==> src/tlpt_pkg.sv <==
// Shared types, codes and control structs for the three-level page table.
package tlpt_pkg;

  localparam int ADDR_W  = 48;
  localparam int PAGES_W = 5;
  localparam int EXT_W   = 64;  // host address widened so any index field fits

  typedef logic [ADDR_W-1:0]  addr_t;
  typedef logic [PAGES_W-1:0] pages_t;
  typedef logic [1:0]         action_t;
  typedef logic [1:0]         status_t;

  // Request actions
  localparam action_t ACT_INSERT    = 2'd0;
  localparam action_t ACT_REMOVE    = 2'd1;
  localparam action_t ACT_TRANSLATE = 2'd2;

  // Response status codes
  localparam status_t ST_OK        = 2'd0;
  localparam status_t ST_MISS      = 2'd1;
  localparam status_t ST_CONFLICT  = 2'd2;
  localparam status_t ST_POOL_FULL = 2'd3;

  // Controller to datapath
  typedef struct packed {
    logic idle;       // request port open
    logic clear;      // clearing pass, one entry per cycle
    logic walk_dir;   // issue directory read
    logic walk_leaf;  // issue leaf read
    logic commit;     // apply updates and load the response register
  } dp_cmd_t;

  // Datapath to controller
  typedef struct packed {
    logic accept;      // request beat taken this cycle
    logic clear_done;  // last entry of the clearing pass
    logic out_busy;    // response register still held by the sink
  } dp_sts_t;

endpackage

==> src/tlpt_ctrl.sv <==
// Sequencer for the page table walk: clear pass, three reads, commit.
module tlpt_ctrl (
  input  logic              clk,
  input  logic              rst,
  input  tlpt_pkg::dp_sts_t sts,
  output tlpt_pkg::dp_cmd_t cmd
);
  import tlpt_pkg::*;

  typedef enum logic [2:0] {
    S_CLEAR,
    S_IDLE,
    S_DIR,
    S_LEAF,
    S_COMMIT
  } state_t;

  state_t state;

  // State register
  always_ff @(posedge clk) begin
    if (rst) begin
      state <= S_CLEAR;
    end else begin
      case (state)
        S_CLEAR:  if (sts.clear_done) state <= S_IDLE;
        S_IDLE:   if (sts.accept) state <= S_DIR;
        S_DIR:    state <= S_LEAF;
        S_LEAF:   state <= S_COMMIT;
        S_COMMIT: if (!sts.out_busy) state <= S_IDLE;
        default:  state <= S_CLEAR;
      endcase
    end
  end

  // Commands decoded from state; commit waits for a free response register
  always_comb begin
    cmd           = '0;
    cmd.idle      = (state == S_IDLE);
    cmd.clear     = (state == S_CLEAR);
    cmd.walk_dir  = (state == S_DIR);
    cmd.walk_leaf = (state == S_LEAF);
    cmd.commit    = (state == S_COMMIT) && !sts.out_busy;
  end

endmodule

==> config.mk <==
export PLATFORM = sky130hd
export DESIGN_NAME = tlpt_ctrl
export DESIGN_NICKNAME = d
export VERILOG_FILES = /design/src/tlpt_pkg.sv /design/src/tlpt_ctrl.sv
export SDC_FILE = /design/constraint.sdc
export NUM_CORES = 1
export LEC_CHECK = 0
export ABC_AREA = 1
export BUFFER_PORTS_ARGS = -buffer_cell sky130_fd_sc_hd__buf_4
export CAP_MARGIN = 20
export CORE_AREA = 2 2 39 41
export CTS_CLUSTER_SIZE = 25
export DETAILED_ROUTE_END_ITERATION = 8
export DIE_AREA = 0 0 41 43
export PLACE_DENSITY = 0.37
export SETUP_SLACK_MARGIN = 0.15
export SYNTH_ARGS = -nofsm -noshare
export SYNTH_HDL_FRONTEND = slang
export SYNTH_SLANG_ARGS = --single-unit
==> constraint.sdc <==
create_clock -name clk -period 1.02 [get_ports clk]
set_input_delay 0.102 -clock clk [delete_from_list [all_inputs] [get_ports clk]]
set_output_delay 0.102 -clock clk [all_outputs]
set_load 0.01 [all_outputs]
==> out/results.txt <==
Status: finished with violations
Failing checks: setup timing
Final setup vio count: 6
Overflow after GRT: 0
PortBufs: 9
Final std cell area, no fill: 407 sq um
H-Tree Depth: 1
Area contributors post-synth: dfxtp_1 (28%), nand3_2 (14%), inv_1 (14%), nand2_1 (8.6%), nand3_1 (6.9%)
Cell Area, Synth: 218 sq um
Drt total wl: 534 um
Die Y-Extent: 43 um
Core ar.: 1380 sq um
Max Cap Viol: 0
Synth Instances: 32
# rows: 14
Syn_area_per_cell: 6.80 sq um
Clock sinks: 3
Yosys cell types: 13
Synth Net Count: 37
HPWL after DPL: 408 um
Register area share after synthesis: 27.6%
Final period util: 106%
Vias/cell: 3.80
Gr usage total: 8.02%
Post-synth top area cell: dfxtp_1
CP peak stage delay: 350 ps
Flops & latches, synth: 3
GPL Wtd Cong: 0.631
Initial DRC Count: 2
Routed vias: 247
Top delay family on crit path: flip-flops
Max VDD drop: 0.692 mV
Setup WS pre-CTS: 34.6 ps
Clk root buf: clkbuf_4
Pin count of the biggest net entering global routing: 8
Required time worst endpoint: 920 ps
Reg with most FFs: state
Arr. time, crit path: 980 ps
Placed inst area: 322 sq um
LEAKAGE: 0.215 nW
Crit path buf inv count: 2
Worst skew pair latency: 230 ps
Setup_tns: -206 ps
Final worst setup slack: -64.5 ps
Initial antenna violation count: 0
Hold Vio Cnt, Final: 0
Max reg flops: 3
Least-Margin Pin Slew: 186 ps
Most common cell after layout, fill and taps aside: buf_4
Largest registers: state x3
Top-area cell type share of the netlist area: 27.6%
Worst setup SP type: register
Max_slew headroom: 87.5%
Area Growth Syn to Fin: 86.8%
Detailed Routing Iterations Pass 1: 2
Final Skew: 2.80 ps
Layout cells sized above 1: 59.2%
Inserted Clock Buffers: 3
Detail Route Antenna Nets: 0
Hold slack: 39.7 ps
Clock-pin slew on the worst setup and hold paths: 40 ps
Starting Density: 15.7%
RSZ-0062 raised after global routing: yes
Most frequent cells in the layout: buf_4 (11), inv_1 (7), nand2_1 (5)
# diodes: 0
Yosys warns: 0
Crit end category: primary output
Worst path slowest cell: dfxtp_2
Nets@finish: 55
Fin crit period: 1080 ps
First-pass GRT wire length: 869 um
Crit-path max FO: 6
DRC: 0
Fin. max-slew vios: 0
Die area: 1760 sq um
Cell chain of the critical path: inv_4 -> nor4_4 -> buf_4
Vias in the first global route: 222
CP Class: reg2out
Final Power: 0.638 mW
Worst hold path class: in2reg
Power Dens Cells: 1570 nW/um^2
IO Count: 10
Wire per inst: 8.22 um
CTS tree: yes
FMAX: 922 MHz
Max Root-Sink Buffers: 2
Die Wd: 41 um
metrics by stage:
step	util, %	instances
3_3_place_gp	23.2	57
2_1_floorplan	-	32
5_1_grt	29.4	65
3_5_place_dp	23.2	57
4_1_cts	28.2	65
6_report	29.4	65
power breakdown:
part / switching [mW] / internal [mW]
Combinational: 0.116 / 0.126
Clock: 0.0638 / 0.147
Sequential: 0.0431 / 0.142
Total: 0.223 / 0.415
cell type report:
cell class                 instances  area (sq um)
timing repair buffer              13           105
sequential                         3          68.8
tap                               16          20.0
fill                             162           977
multi-input combinational         19           139
clock buffer                       4          26.3
inverter                          10          47.5
logic make-up (layout without fill, tap and decap cells):
| kind of cell | Yosys count | after routing | synth area share, % |
|---|---|---|---|
| flip-flops | 3 | 3 | 27.6 |
| buffers and inverters | 10 | 27 | 20.7 |
| AO/OA/AOI/OAI | 1 | 1 | 2.30 |
| AND/OR/NAND/NOR | 18 | 18 | 49.4 |
synth_stat cells, drive strengths merged:
cell type  count
a21oi          1
dfxtp          3
inv           10
nand2          5
nand3          6
nand4          2
nor2           2
nor3           1
nor3b          1
nor4           1
timing repair:
item,in CTS,in global routing
gates resized for setup,6,3
endpoints found under the setup margin,7,8
pin swaps,4,2
hold buffers,0,0
buffers inserted,4,0
layer usage:
metal	routed length (um)	vias up	GRT usage (%)	share of wire, %
li1	-	136	-	-
met2	250	9	10.6	47
met4	0	0	2.00	0
met3	51	0	7.85	9.6
met5	0	-	0	0
met1	231	102	8.95	43
worst paths after layout:
path	slack, ps	end	cells after the start	start
max reg2reg	0	state[0]	7	state[1]
max	-60	cmd[0]	3	state[2]
min reg2reg	580	state[2]	2	state[1]
min	40	state[2]	2	rst
No activity file was read; power rests on OpenSTA's default activity.
